==> config.mk <==
export PLATFORM = sky130hd
export DESIGN_NAME = bpc_row_mem
export DESIGN_NICKNAME = d
export VERILOG_FILES = /design/src/rtl/bpc_pkg.sv /design/src/rtl/bpc_row_mem.sv
export SDC_FILE = /design/constraint.sdc
export NUM_CORES = 2
export LEC_CHECK = 0
export BUFFER_PORTS_ARGS = -buffer_cell sky130_fd_sc_hd__buf_2
export CAP_MARGIN = 20
export CORE_MARGIN = 8
export CORE_UTILIZATION = 45
export CTS_BUF_LIST = sky130_fd_sc_hd__clkbuf_8
export DETAILED_ROUTE_END_ITERATION = 8
export PLACE_DENSITY = 0.7
export SYNTH_ARGS = -nofsm -noshare
export SYNTH_HDL_FRONTEND = slang
export SYNTH_SLANG_ARGS = --single-unit
==> constraint.sdc <==
create_clock -name clk -period 8.23 [get_ports clk]
set_input_delay 0.4115 -clock clk [delete_from_list [all_inputs] [get_ports clk]]
set_output_delay 0.4115 -clock clk [all_outputs]
set_load 0.02 [all_outputs]
==> src/rtl/bpc_pkg.sv <==
// Shared types, constants and a helper function of the bitmask pixel collision block.
// Used by every module under rtl; depends on nothing else.
package bpc_pkg;

  localparam int ROW_W = 64;
  localparam int DIM_W = 7;
  localparam int POS_W = 16;
  localparam int Y_W = 7;
  localparam int COL_W = 6;

  localparam int MAX_W_DEF = 64;
  localparam int MAX_H_DEF = 64;

  localparam logic [DIM_W-1:0] DIM_RESET = 7'd8;

  localparam logic [1:0] OP_LOAD_A = 2'd0;
  localparam logic [1:0] OP_LOAD_B = 2'd1;
  localparam logic [1:0] OP_QUERY = 2'd2;

  localparam logic [1:0] REG_A_WIDTH = 2'd0;
  localparam logic [1:0] REG_A_HEIGHT = 2'd1;
  localparam logic [1:0] REG_B_WIDTH = 2'd2;
  localparam logic [1:0] REG_B_HEIGHT = 2'd3;

  typedef struct packed {
    logic [ROW_W-1:0] mask_a;
    logic [ROW_W-1:0] mask_b;
    logic             sh_left;
    logic             sh_zero;
    logic [COL_W-1:0] sh_amt;
    logic             rev;
  } row_ctl_t;

  function automatic logic [ROW_W-1:0] clip_mask(input logic [DIM_W-1:0] w);
    logic [DIM_W-1:0] sh;
    sh = 7'd64 - w;
    return {ROW_W{1'b1}} << sh;
  endfunction

endpackage

==> src/rtl/bpc_row_mem.sv <==
// One mask store: a row array with one write port and one registered read port.
// Uses bpc_pkg for the row width.
module bpc_row_mem #(
  parameter int DEPTH = bpc_pkg::MAX_H_DEF,
  localparam int AW = (DEPTH > 1) ? $clog2(DEPTH) : 1
) (
  input  logic                      clk,
  input  logic                      we,
  input  logic [AW-1:0]             waddr,
  input  logic [bpc_pkg::ROW_W-1:0] wdata,
  input  logic [AW-1:0]             raddr,
  output logic [bpc_pkg::ROW_W-1:0] rdata
);

  logic [bpc_pkg::ROW_W-1:0] mem [DEPTH];

  always_ff @(posedge clk) begin
    if (we) begin
      mem[waddr] <= wdata;
    end
    rdata <= mem[raddr];
  end

endmodule

**After elaboration in Yosys (flattened, before gate mapping)**

Memories as Yosys holds them, arrays and structs flattened. A register that Yosys moved wholly into a read port is not among the register bits.
Cells that the tools add are included.

- Register bits: 0
- Memory bits (writable): 4096
- Input bits: 78
- Output and inout bits: 64
- Logic and storage cells: 3
- Memories: 1

Memories:

| memory | words | width | read ports | clocked after Yosys merged registers in | write ports | RTL line | source |
|---|---|---|---|---|---|---|---|
| mem | 64 | 64 | 1 | 1 | 1 | bpc_row_mem.sv:15 | `logic [bpc_pkg::ROW_W-1:0] mem [DEPTH];` |

- Muxes and demuxes: 2

Operators with widths:

| cell | count |
|---|---|
| two-way mux 1 bit | 2 |

**Logic depth before layout (Yosys ltp)**

- Depth in word-level cells: 2
- Mapped depth: 9
- Gate-level depth less buffers: 5

**Worst setup path before layout**

OpenSTA, ideal clock, no wires.

- Path type: input to register
- From: input port waddr[3]
- To: memory mem[48][0] (netlist name) (enable)
- Library setup time: 564 ps
- Arrival time: 5283 ps
- Required time: 7666 ps
- Path slack: 2383 ps
- Stages on the path: 4
- Buffers on the path: 1
- Cell sequence: clkbuf_1 -> nor2b_1 -> nand4b_1 -> nor3_1

RTL lines:

| what | RTL line | source |
|---|---|---|
| start: declaration | bpc_row_mem.sv:9 | `input logic [AW-1:0] waddr,` |
| end: declaration | bpc_row_mem.sv:15 |  |

Straight into the memory's write port.

**Worst setup path in the final report**

- From: input port waddr[1]
- To: memory mem[35][29] (netlist name) (enable)

Straight into the memory's write port.

==> metrics.txt <==
CP Capture Point=mem[35][29]; Clock Path Buffers=4; Fmax achieved=0.272 GHz; postcts setup bufs=0; IO Pins=142; Clock Skews=0.0747 ns; Critical Path AT=approximately 4.4 ns; critical path, cell by cell=dlygate4sd3_1, buf_2, nor2b_1, nand3_1, nor2_4, buf_4, buf_4; hold crit path type=input port to register; Clock power frac=between 30% and 40%; YS warnings=0; startpoint types=input port; Die ar.=367000 µm²; CP endpoint kind=register; final critical-path share of the clock period=44.6%; Crit path required time=8.90 ns; Met3 Wirelength=46300 µm; static leakage=55.4 nW; Yosys cell types=33; Crit path largest cell delay=0.70 ns; Antenna Violating Nets Remaining=0; via count=76.6k; Setup TNS Final=0 ns; first-pass GRT wire length=around 600000 µm; Core Area=346000 µm²; Power Internal=32.3 mW; vias per inst=6.21; R2R Setup Slk=approximately 6.1 ns; post-synthesis sequential area ratio=just under 80%; critical path startpoint=waddr[1]; CTS buffer count=approximately 630; Top delay family on crit path=buffers and inverters; CTS resizes=0; Post-synth EDFFs=4096; largest net degree at the start of global routing=123; initial core utilization=45.2%; Non-Filler Instances=12.3k; total wire length=419000 µm; most frequently used flop master after synthesis=edfxtp_1; antenna violations before repair=42; placed cells=11.1k; most used cell, CP=buf_4; area growth from synthesis to layout=12.6%; layout cells sized above 1=29.6%; Final Hold Fails=0; outcome=finished clean; critical path type=input port to register; post-synthesis sequential element count=4160; met2 WL post-DR=about 200000 µm; worst-skew pair later-pin latency=1.08 ns; Die Wd=605 µm; WP buf/inv=4; async set or reset register ratio after synthesis=0%; Peak VDD IR=184 µV; Slew Viols, Final=0; Vert. Die Dim=605 µm; CTS clk-pin slew, worst paths=0.06 ns; crit path max-delay cell type=buf_4; highest routed layer=met5; Syn Area/Cell=between 20 and 25 µm²; crit path max fanout=29; Final setup viols=0; Slew HR=between 10% and 20%; GP Congestion=0.795; cell area after synthesis=156000 µm²; htree depth=6; FF-to-FF End=rdata[32]; 1st-iter DRT viols=10.6k; vias in the first global route=77.6k; gate count of the mapped netlist=roughly 6.6k; gr ovfl total=0; drt pass-1 iters=7; Tightest Pin Transition=1.22 ns; Total GRT Usage=22.4%; WL met1=153000 µm; post-synthesis net count=6676; Avg WL per Cell=33.9 µm; RSZ-0062 raised after global routing=false; Sw Ratio=22.4%; Buffers on Ports=141; Post-route DRC=0; Psw=9.35 mW; number of stages on the worst setup path=7; # rows=216; Critical R2R Launch=mem[1][32]; Worst Reg-to-Reg Cells=4; CTS tree=yes; Min Hold Slack=0.0669 ns; Logic pwr share=between 4 and 5%; register share of total power=56.6%; # clock sinks=4160; Final nets=7319; fin crit period=~3.7 ns; max_cap viols=0; PwrDens=237 nW/µm²; Root Buffer=clkbuf_8; DPL Wire Length=217000 µm
[power by group through the flow]
| stage | Clock [mW] | Combinational (mW) | Sequential (mW) |
|---|---|---|---|
| floorplan | 0 | 1.09 | 24.0 |
| global placement | 0 | 1.95 | 24.0 |
| detailed placement | 0 | 2.00 | 24.0 |
| CTS | 16.3 | 2.01 | 23.6 |
| global route | 17.2 | 2.14 | 23.6 |
| finish | 16.1 | 2.03 | 23.6 |
[kinds of logic (layout without fill, tap and decap cells)]
| kind of cell | count (synthesis) | count (layout) | synth area share, % |
|---|---|---|---|
| flip-flops | 4160 | 4160 | 79.5 |
| multiplexers | 1159 | 1159 | 15.6 |
| AO/OA/AOI/OAI | 504 | 504 | 2.48 |
| buffers and inverters | 389 | 1538 | 1.18 |
| AND/OR/NAND/NOR | 386 | 386 | 1.24 |
| other | 0 | 19 | 0 |
[flip-flops by register name (all words and copies together), names as in the netlist]
signal  flops
rdata      64
mem      4096
[cell usage in the layout, fill, tap and decap left out, drive strengths merged, types with 2 or more instances in the layout]
| cell | count |
|---|---|
| a211oi | 63 |
| a22o | 88 |
| a22oi | 168 |
| a2bb2oi | 19 |
| a31oi | 18 |
| a41oi | 26 |
| and2 | 3 |
| and3 | 64 |
| buf | 349 |
| bufinv | 13 |
| clkbuf | 680 |
| clkinv | 197 |
| clkinvlp | 15 |
| dfxtp | 64 |
| diode | 19 |
| dlygate4sd3 | 30 |
| edfxtp | 4096 |
| inv | 254 |
| mux2i | 135 |
| mux4 | 1024 |
| nand2 | 58 |
| nand2b | 11 |
| nand3 | 45 |
| nand3b | 2 |
| nand4 | 2 |
| nor2 | 112 |
| nor2b | 28 |
| nor3 | 2 |
| o221ai | 38 |
| o22ai | 83 |
| or2 | 28 |
| or3 | 29 |
[metal layers]
metal / up-vias / global-route usage, %
met1: 40900 / 30.1
met5: - / 0
met4: 10 / 8.36
met2: 5014 / 36.2
met3: 814 / 4.88
li1: 29900 / -
[metrics by stage]
step	setup slack (ns)	cell area, µm²	utilization [%]	power (mW)
floorplan	2.38	156000	-	25.1
global placement	4.03	163000	47.2	26.0
detailed placement	3.96	163000	47.2	26.0
CTS	4.71	175000	50.7	41.9
global route	4.58	176000	50.9	42.9
finish	4.56	176000	50.9	41.7
[worst reg2reg max path: stages (launching register included)]
cell and delay, ns:
edfxtp_1 0.38, mux4_2 0.47, o221ai_1 0.53, o22ai_1 0.33, and3_1 0.24
[final cells by class]
cell class	instances	area (µm²)
Tap cell	4578	5730
Multi-Input combinational cell	2049	30800
Inverter	19	71.3
Clock buffer	680	9360
Antenna cell	19	47.5
Timing Repair Buffer	379	3260
Sequential cell	4160	124000
Fill cell	26500	170000
Clock inverter	460	2490
[cell usage after synthesis (63+ instances only)]
master	number	area share, %
edfxtp_1	4096	79
mux4_2	1024	15
buf_2	170	0.54
a22oi_1	168	0.81
clkbuf_1	140	0.34
mux2i_1	135	0.86
nor2_1	112	0.27
a22o_1	88	0.49
o22ai_1	83	0.33
and3_1	64	0.26
dfxtp_1	64	0.82
a211oi_1	63	0.30
[worst min path at each step]
stage / from / end / slack [ns] / depth (start not counted)
final: wdata[38] / mem[30][38] / 0.07 / 1
after global routing: wdata[38] / mem[30][38] / 0.05 / 1
after global placement: mem[54][63] / rdata[63] / 0.83 / 4
after floorplan: wdata[0] / mem[0][0] / 0.51 / 0
after detailed placement: mem[52][63] / rdata[63] / 0.83 / 4
after CTS: wdata[51] / mem[11][51] / 0.0008 / 1
[timing repair]
action | CTS | global route
hold endpoints to repair | 208 | 893
endpoints found under the setup margin | 0 | 0
hold buffers | 13 | 17
Power figures use the tool's default switching activity.
