==> config.mk <==
export PLATFORM = sky130hd
export DESIGN_NAME = bpc_ctrl
export DESIGN_NICKNAME = d
export VERILOG_FILES = /design/src/rtl/bpc_pkg.sv /design/src/rtl/bpc_ctrl.sv
export SDC_FILE = /design/constraint.sdc
export NUM_CORES = 1
export LEC_CHECK = 0
export BUFFER_PORTS_ARGS = -buffer_cell sky130_fd_sc_hd__buf_2
export CAP_MARGIN = 20
export CORE_MARGIN = 2
export CORE_UTILIZATION = 52
export CTS_CLUSTER_SIZE = 25
export DETAILED_ROUTE_END_ITERATION = 7
export PLACE_DENSITY_LB_ADDON = 0.25
export SYNTH_ARGS = -nofsm -noshare
export SYNTH_HDL_FRONTEND = slang
export SYNTH_SLANG_ARGS = --single-unit
==> constraint.sdc <==
create_clock -name clk -period 14.02 [get_ports clk]
set_clock_uncertainty 0.15 [all_clocks]
set_input_delay 2.103 -clock clk [delete_from_list [all_inputs] [get_ports clk]]
set_output_delay 2.103 -clock clk [all_outputs]
set_load 0.03 [all_outputs]
==> src/rtl/bpc_pkg.sv <==
// Shared types, constants and a helper function of the bitmask pixel collision block.
// Used by every module under rtl; depends on nothing else.
package bpc_pkg;

  localparam int ROW_W = 64;
  localparam int DIM_W = 7;
  localparam int POS_W = 16;
  localparam int Y_W = 7;
  localparam int COL_W = 6;

  localparam int MAX_W_DEF = 64;
  localparam int MAX_H_DEF = 64;

  localparam logic [DIM_W-1:0] DIM_RESET = 7'd8;

  localparam logic [1:0] OP_LOAD_A = 2'd0;
  localparam logic [1:0] OP_LOAD_B = 2'd1;
  localparam logic [1:0] OP_QUERY = 2'd2;

  localparam logic [1:0] REG_A_WIDTH = 2'd0;
  localparam logic [1:0] REG_A_HEIGHT = 2'd1;
  localparam logic [1:0] REG_B_WIDTH = 2'd2;
  localparam logic [1:0] REG_B_HEIGHT = 2'd3;

  typedef struct packed {
    logic [ROW_W-1:0] mask_a;
    logic [ROW_W-1:0] mask_b;
    logic             sh_left;
    logic             sh_zero;
    logic [COL_W-1:0] sh_amt;
    logic             rev;
  } row_ctl_t;

  function automatic logic [ROW_W-1:0] clip_mask(input logic [DIM_W-1:0] w);
    logic [DIM_W-1:0] sh;
    sh = 7'd64 - w;
    return {ROW_W{1'b1}} << sh;
  endfunction

endpackage

==> src/rtl/bpc_ctrl.sv <==
// Query sequencer: bounding box test, row band walk over the shared row unit,
// two-step first-pixel search and the result register. Uses bpc_pkg.
module bpc_ctrl #(
  parameter int MAX_W = bpc_pkg::MAX_W_DEF,
  parameter int MAX_H = bpc_pkg::MAX_H_DEF
) (
  input  logic                            clk,
  input  logic                            rst_n,
  input  logic                            start,
  input  logic [bpc_pkg::POS_W-1:0]       q_ax,
  input  logic [bpc_pkg::POS_W-1:0]       q_ay,
  input  logic [bpc_pkg::POS_W-1:0]       q_bx,
  input  logic [bpc_pkg::POS_W-1:0]       q_by,
  input  logic [1:0]                      q_order,
  input  logic [bpc_pkg::DIM_W-1:0]       a_width,
  input  logic [bpc_pkg::DIM_W-1:0]       a_height,
  input  logic [bpc_pkg::DIM_W-1:0]       b_width,
  input  logic [bpc_pkg::DIM_W-1:0]       b_height,
  output logic                            idle,
  output logic [bpc_pkg::Y_W-1:0]         rd_addr_a,
  output logic [bpc_pkg::Y_W-1:0]         rd_addr_b,
  output bpc_pkg::row_ctl_t               row_ctl,
  input  logic                            row_any,
  input  logic [bpc_pkg::ROW_W-1:0]       row_both,
  input  logic                            out_ready,
  output logic                            out_valid,
  output logic                            out_hit,
  output logic [bpc_pkg::POS_W-1:0]       out_x,
  output logic [bpc_pkg::POS_W-1:0]       out_y
);

  typedef enum logic [2:0] {
    S_IDLE, S_SETUP, S_RANGE, S_SCAN, S_FIND1, S_FIND2, S_RESULT
  } state_t;

  localparam logic [8:0] MAX_W9 = 9'(MAX_W);
  localparam logic [8:0] MAX_H9 = 9'(MAX_H);

  state_t state_r;
  logic [bpc_pkg::POS_W-1:0] ax_r, ay_r, bx_r, by_r;
  logic [1:0] order_r;
  logic [bpc_pkg::POS_W:0] dx_r, dy_r;
  logic reject_r;
  bpc_pkg::row_ctl_t ctl_r;
  logic [bpc_pkg::Y_W-1:0] cur_y_r, last_y_r, p1_y_r, hit_row_r;
  logic issue_r, p1_valid_r;
  logic [bpc_pkg::ROW_W-1:0] v_r;
  logic [2:0] grp_r;
  logic [7:0] byte_r;
  logic res_hit_r;
  logic [bpc_pkg::POS_W-1:0] res_x_r, res_y_r;
  logic out_valid_r, out_hit_r;
  logic [bpc_pkg::POS_W-1:0] out_x_r, out_y_r;

  logic bad_dims, separated;
  logic [bpc_pkg::POS_W+1:0] ax_e, bx_e, ay_e, by_e, a_right, b_right, a_bot, b_bot;
  logic [bpc_pkg::POS_W:0] dx_nxt, dy_nxt, dx_mag;
  logic [bpc_pkg::POS_W+1:0] y1_sum;
  logic [bpc_pkg::Y_W-1:0] y0_nxt, y1_nxt, y1_last;
  logic [2:0] grp_nxt, bit_nxt;
  logic [bpc_pkg::COL_W-1:0] clz, col;

  always_comb begin
    bad_dims = (a_width == '0) || (a_height == '0) || (b_width == '0) || (b_height == '0)
               || ({2'd0, a_width} > MAX_W9) || ({2'd0, b_width} > MAX_W9)
               || ({2'd0, a_height} > MAX_H9) || ({2'd0, b_height} > MAX_H9);
    ax_e = {{2{ax_r[15]}}, ax_r};
    bx_e = {{2{bx_r[15]}}, bx_r};
    ay_e = {{2{ay_r[15]}}, ay_r};
    by_e = {{2{by_r[15]}}, by_r};
    a_right = ax_e + {11'd0, a_width};
    b_right = bx_e + {11'd0, b_width};
    a_bot = ay_e + {11'd0, a_height};
    b_bot = by_e + {11'd0, b_height};
    separated = ($signed(a_right) <= $signed(bx_e)) || ($signed(b_right) <= $signed(ax_e))
                || ($signed(a_bot) <= $signed(by_e)) || ($signed(b_bot) <= $signed(ay_e));
    dx_nxt = {bx_r[15], bx_r} - {ax_r[15], ax_r};
    dy_nxt = {by_r[15], by_r} - {ay_r[15], ay_r};

    y0_nxt = dy_r[16] ? '0 : dy_r[6:0];
    y1_sum = {dy_r[16], dy_r} + {11'd0, b_height};
    y1_nxt = ($signed(y1_sum) > $signed({11'd0, a_height})) ? a_height : y1_sum[6:0];
    y1_last = y1_nxt - 7'd1;
    dx_mag = dx_r[16] ? (~dx_r + 17'd1) : dx_r;

    grp_nxt = '0;
    for (int g = 7; g >= 0; g--) begin
      if (|v_r[63-8*g -: 8]) begin
        grp_nxt = 3'(g);
      end
    end
    bit_nxt = '0;
    for (int b = 7; b >= 0; b--) begin
      if (byte_r[7-b]) begin
        bit_nxt = 3'(b);
      end
    end
    clz = {grp_r, bit_nxt};
    col = order_r[0] ? ~clz : clz;
  end

  always_ff @(posedge clk) begin
    if (!rst_n) begin
      state_r <= S_IDLE;
      issue_r <= 1'b0;
      p1_valid_r <= 1'b0;
      out_valid_r <= 1'b0;
    end else begin
      if (out_valid_r && out_ready && (state_r != S_RESULT)) begin
        out_valid_r <= 1'b0;
      end
      unique case (state_r)
        S_IDLE: begin
          if (start) begin
            ax_r <= q_ax;
            ay_r <= q_ay;
            bx_r <= q_bx;
            by_r <= q_by;
            order_r <= q_order;
            state_r <= S_SETUP;
          end
        end
        S_SETUP: begin
          reject_r <= bad_dims || separated;
          dx_r <= dx_nxt;
          dy_r <= dy_nxt;
          state_r <= S_RANGE;
        end
        S_RANGE: begin
          ctl_r.mask_a <= bpc_pkg::clip_mask(a_width);
          ctl_r.mask_b <= bpc_pkg::clip_mask(b_width);
          ctl_r.sh_left <= dx_r[16];
          ctl_r.sh_zero <= |dx_mag[16:6];
          ctl_r.sh_amt <= dx_mag[5:0];
          ctl_r.rev <= order_r[0];
          cur_y_r <= order_r[1] ? y1_last : y0_nxt;
          last_y_r <= order_r[1] ? y0_nxt : y1_last;
          issue_r <= 1'b1;
          p1_valid_r <= 1'b0;
          res_hit_r <= 1'b0;
          res_x_r <= '0;
          res_y_r <= '0;
          state_r <= reject_r ? S_RESULT : S_SCAN;
        end
        S_SCAN: begin
          p1_valid_r <= issue_r;
          p1_y_r <= cur_y_r;
          if (issue_r) begin
            if (cur_y_r == last_y_r) begin
              issue_r <= 1'b0;
            end else if (order_r[1]) begin
              cur_y_r <= cur_y_r - 7'd1;
            end else begin
              cur_y_r <= cur_y_r + 7'd1;
            end
          end
          if (p1_valid_r && row_any) begin
            v_r <= row_both;
            hit_row_r <= p1_y_r;
            state_r <= S_FIND1;
          end else if (p1_valid_r && !issue_r) begin
            state_r <= S_RESULT;
          end
        end
        S_FIND1: begin
          grp_r <= grp_nxt;
          byte_r <= v_r[63-8*grp_nxt -: 8];
          state_r <= S_FIND2;
        end
        S_FIND2: begin
          res_hit_r <= 1'b1;
          res_x_r <= ax_r + {10'd0, col};
          res_y_r <= ay_r + {9'd0, hit_row_r};
          state_r <= S_RESULT;
        end
        S_RESULT: begin
          if (!out_valid_r || out_ready) begin
            out_valid_r <= 1'b1;
            out_hit_r <= res_hit_r;
            out_x_r <= res_x_r;
            out_y_r <= res_y_r;
            state_r <= S_IDLE;
          end
        end
        default: state_r <= S_IDLE;
      endcase
    end
  end

  assign idle = (state_r == S_IDLE);
  assign rd_addr_a = cur_y_r;
  assign rd_addr_b = cur_y_r - dy_r[6:0];
  assign row_ctl = ctl_r;
  assign out_valid = out_valid_r;
  assign out_hit = out_hit_r;
  assign out_x = out_x_r;
  assign out_y = out_y_r;

endmodule

# == Yosys cells after proc, flatten, opt, wreduce, memory -nomap -nowiden ==
# Index checks and enable logic that the tools add are counted.
# word_totals
ff_bits,413
latch_bits,0
mem_bits_rw,0
romBits,0
in_bits,163
output_inout_bits,186
wordCells,161
memories,0
# op_classes
add_sub_neg,17
mul,0
div,0
n_lt_le_gt_ge,9
eq_ne,13
shift,3
muxes,42
bitwise_logic,2
reduce_logical,44
# op_table
operator,n
64-bit by 7-bit left shift with 64-bit output (first input constant),2
71-bit by 33-bit variable part select with 8-bit output,1
16-bit by 8-bit adder with 17-bit output,4
17-bit by 16-bit <= comparator with 1-bit output,4
16-bit case mux with 2 select lines,2
8-bit OR reduction,8
3-bit two-way mux,21
7-bit two-way mux,7
16-bit by 16-bit subtractor with 17-bit output,2
7-bit > comparator (second input constant),4
7-bit zero test,4
3-bit case mux with 7 select lines,1
17-bit by 8-bit adder with 18-bit output,1
18-bit by 8-bit > comparator with 1-bit output,1
17-bit by 1-bit adder with 17-bit output (second input constant),1
17-bit two-way mux,1
17-bit NOT,1
16-bit by 6-bit adder with 16-bit output,1
16-bit by 7-bit adder with 16-bit output,1
7-bit case mux with 2 select lines,1
7-bit by 1-bit subtractor with 7-bit output (second input constant),2
7-bit subtractor (first input constant),2
1-bit logical OR,12
3-bit AND reduction,4
20 further kinds,42

# == Longest topological paths before layout ==
# depth
depth_word,12
mapped_depth,25
depth_no_buf,25

# == Worst setup path before layout ==
# OpenSTA, ideal clock, no wires.
# synth_path
kind,input -> register
from,input rst_n
to,register cur_y_r (netlist bit rd_addr_a[0]) (enable)
setup_time_ns,0.345
t_arrival_ns,12.959
setup_slack_ns,0.566
stages,3
path_buffers,0
cell_sequence,nand2_1 > nor3_1 > a31o_2
# synth_between
elab_chain_cells,1
# synth_rtl
element,line_no,rtl
start: declaration,bpc_ctrl.sv:8,"input logic rst_n,"
4-bit AND reduction (no source line),n/a,
end signal: assignment,bpc_ctrl.sv:136,cur_y_r <= order_r[1] ? y1_last : y0_nxt;
end signal: assignment,bpc_ctrl.sv:152,cur_y_r <= cur_y_r - 7'd1;
end signal: assignment,bpc_ctrl.sv:154,cur_y_r <= cur_y_r + 7'd1;
end: declaration,bpc_ctrl.sv:45,"logic [bpc_pkg::Y_W-1:0] cur_y_r, last_y_r, p1_y_r, hit_row_r;"
# No other way between the ends.
# A chain may end at the register's enable or synchronous reset.

# == Worst setup path in the final report ==
# layout_path
from,input b_height[0] (netlist bit)
to,register cur_y_r (netlist bit rd_addr_a[6]) (data pin)
# layout_between
elab_chain_cells,6
# layout_rtl
element,line_no,rtl
start: declaration,bpc_ctrl.sv:18,"input logic [bpc_pkg::DIM_W-1:0] b_height,"
17-bit by 8-bit adder with 18-bit output *,bpc_ctrl.sv:81,"y1_sum = {dy_r[16], dy_r} + {11'd0, b_height};"
18-bit by 8-bit > comparator with 1-bit output,bpc_ctrl.sv:82,"y1_nxt = ($signed(y1_sum) > $signed({11'd0, a_height})) ? a_height : y1_sum[6:0];"
7-bit two-way mux *,bpc_ctrl.sv:82,
7-bit by 1-bit subtractor with 7-bit output *,bpc_ctrl.sv:83,y1_last = y1_nxt - 7'd1;
7-bit two-way mux *,bpc_ctrl.sv:136,
7-bit case mux with 2 select lines *,bpc_ctrl.sv:112,unique case (state_r)
# Every way passes the cells marked *; elsewhere a longest branch is shown, timed or not.

==> results.toml <==
[run_status]
outcome = "complete, no violations"

[detailed_routing]
first_pass_iters = 5
drc = 0
antenna_left = 0
vias = 16000
viasPerCell = 5.64
wl_per_cell_um = 20.0
drtIter0Drc = 1299
finalWirelength_um = 56700

[worst_setup_path]
r2r-end = "rd_addr_a[6]$_DFFE_PP_"
slowest_delay_ps = 400
worstPathMaxFanout = 12
worstReg2RegStart = "dy_r[0]$_DFFE_PP_"
rr_worst_depth = 25
crit_path_start_kind = "primary input"
critPathSlowestCell = "fa_1"
end_kind = "register"
endpoint = "rd_addr_a[6]$_DFFE_PP_"
critPathLaunch = "b_height[0]"
crit_path_frequent_cell = "ha_1"
criticalPathCategory = "primary input to register"
critPathRequiredTime_ps = 14160
reg2reg_slack_ps = 8340
arrival_ps = 6930

[clocking]
clk_latency_ps = 600
clkSinkCount = 413
postCtsHoldBufs = 0
cts_root_buffer = "clkbuf_16"
cts_buffer_depth = 3
cts_resized = 0
cts_tree = "built"
cts-buffers-inserted = 45
clk_pin_slew_ps = 60
htree_levels = 2
post_cts_buffers = 0

[cells_and_area]
finish.utilization_pct = 62.1
finalNonFillerCells = 2838
mostFrequentLayoutCells = "edfxtp_1 (407), buf_2 (348), ha_1 (176)"
drive_gt1_share_pct = 20.8
final_nets = 2606
syn_to_final_growth_pct = 17.9
final_common_cell = "edfxtp_1"

[logic_synthesis]
synth-main-ff-cell = "edfxtp_1"
yosysUniqueCellTypes = 80
ys_warn_count = 0
ys_ff_latch = 413
synth_edf_count = 407
syn_nets = 2225
syn-mean-instance-area_um2 = 11.8
syn_inst = 1875
seq_area_frac_synth_pct = 55.7
async_flop_share_pct = 0
synthesis.area_um2 = 22200

[sta]
finalCriticalPeriod_ps = 6790
drv_slew = 0
hold_violations = 0
fmax_mhz = 147
period_share_pct = 48.4
tns_ps = 0
rsz0062_at_grt = "no"
max-slew-margin-rel_pct = 39.3
setup_viol = 0
worst_pin_slew_ps = 908

[power]
cellLeakagePower_nw = 10.6
vdd_drop_max_mv = 0.104
cellPowerDensity_nw_per_um2 = 123

[global_route]
grt_max_degree = 93
grt_use_total_pct = 25.3
grt_pass1_vias = 15900
antenna_found_initial = 5
grt-ovfl-total = 0
grt_pass1_wl_um = 86100

[placement]
dp_hpwl_um = 43100
place_congestion = 0.928
io_buffers = 348
placed_cells = 2745

[flow_run]
cap_violations = 0

[floorplan]
start_util_pct = 52.7
row_count = 75
ios = 349
die-area_um2 = 44300
core_area_um2 = 42000
die_x_um = 210
die_h_um = 210

[worst_hold_path]
min_path_type = "register to register"
## final cells by class
class | count | area [um^2]
antenna | 6 | 15.0
clock buffer | 50 | 1170
clock inverter | 34 | 348
fill | 3380 | 15900
inverter | 163 | 612
multi-input combinational | 1271 | 9090
sequential | 413 | 12300
tap | 539 | 674
timing repair buffer | 362 | 1870
## worst min-delay path by stage
stage                              from                      to  slack, ps  depth (start not counted)
2_1_floorplan       p1_y_r[0]$_DFFE_PP_  hit_row_r[0]$_DFFE_PP_        250                          0
3_3_place_gp   res_y_r[9]$_SDFFCE_PN0P_      out_y[9]$_DFFE_PP_        250                          0
3_5_place_dp   res_x_r[3]$_SDFFCE_PN0P_      out_x[3]$_DFFE_PP_        250                          0
4_1_cts        res_x_r[3]$_SDFFCE_PN0P_      out_x[3]$_DFFE_PP_        270                          0
5_1_grt        res_x_r[9]$_SDFFCE_PN0P_      out_x[9]$_DFFE_PP_        270                          0
6_report       res_x_r[2]$_SDFFCE_PN0P_      out_x[2]$_DFFE_PP_        270                          0
## state kept, by name, indices dropped and copies added (netlist names), 2 cells and up
signal,cells
rd_addr_a,7
out_x,16
hit_row_r,7
bx_r,16
v_r,64
state_r,3
res_x_r,16
out_y,16
by_r,16
dx_r,17
ay_r,16
grp_r,3
row_ctl,137
order_r,2
ax_r,16
p1_y_r,7
last_y_r,7
res_y_r,16
dy_r,17
byte_r,8
## power by group
part	switching [W]	internal, W
Clock	0.000507	0.000715
Combinational	0.000322	0.000197
Sequential	0.0000396	0.00143
## logic make-up (layout without fill, tap and decap cells)
group,after synthesis,after routing,share of synthesized area [%]
flip-flops,413,413,55.7
XOR/XNOR,154,154,6.09
other,0,6,0
buffers and inverters,191,609,3.37
AO/OA/AOI/OAI,410,410,11.6
multiplexers,20,20,1.41
adder cells (fa/ha/maj),187,187,10.9
AND/OR/NAND/NOR,500,500,10.9
## cell usage after synthesis, types with 8 or more instances
cell type / number / area [um^2]
edfxtp_1: 407 / 12200
ha_1: 176 / 2200
inv_1: 161 / 604
nor2_1: 157 / 589
a21oi_1: 140 / 701
xnor2_1: 120 / 1050
nand2_1: 100 / 375
o21ai_0: 90 / 450
nor3_1: 54 / 270
nand3_1: 40 / 200
a21o_1: 37 / 278
nor2b_1: 37 / 231
xor2_1: 34 / 298
nand2b_1: 25 / 156
clkbuf_1: 23 / 86.3
o21ai_1: 23 / 115
nand4_1: 21 / 131
o21bai_1: 18 / 135
nor4_1: 16 / 100
a31oi_1: 15 / 93.8
fa_1: 11 / 220
mux2i_1: 11 / 110
o21a_1: 11 / 82.6
or4_1: 10 / 75.1
a211oi_1: 8 / 60.1
a41oi_1: 8 / 70.1
o211ai_2: 8 / 100
or3_1: 8 / 50.1
## worst max-delay path: cells and delay by family
family                     cells  cell delay (ps)
AOI/OAI and AO/OA              8             1740
buffers and inverters          3              280
xor gates and xnor gates       2              400
muxes                          1              220
and+or+nand+nor                8             1020
adders and majority gates      4             1130
## layer usage
| metal | global-route usage, % | wire, um |
|---|---|---|
| met5 | 0 | 26 |
| met3 | 4.87 | 3530 |
| met2 | 42.3 | 27400 |
| met4 | 9.91 | 2090 |
| met1 | 32.8 | 23600 |
## metrics by stage
| step | total power [W] | setup slack, ps | hold WS [ps] | instance area (um^2) |
|---|---|---|---|---|
| after floorplan | 0.00185 | 566 | 250 | 22200 |
| after global placement | 0.00199 | 6850 | 251 | 24500 |
| after detailed placement | 0.00200 | 6650 | 255 | 24500 |
| after CTS | 0.00322 | 7270 | 269 | 26100 |
| after global routing | 0.00333 | 6750 | 272 | 26100 |
| final | 0.00321 | 7230 | 268 | 26100 |
Note: power is estimated with default switching activity, not from simulation.
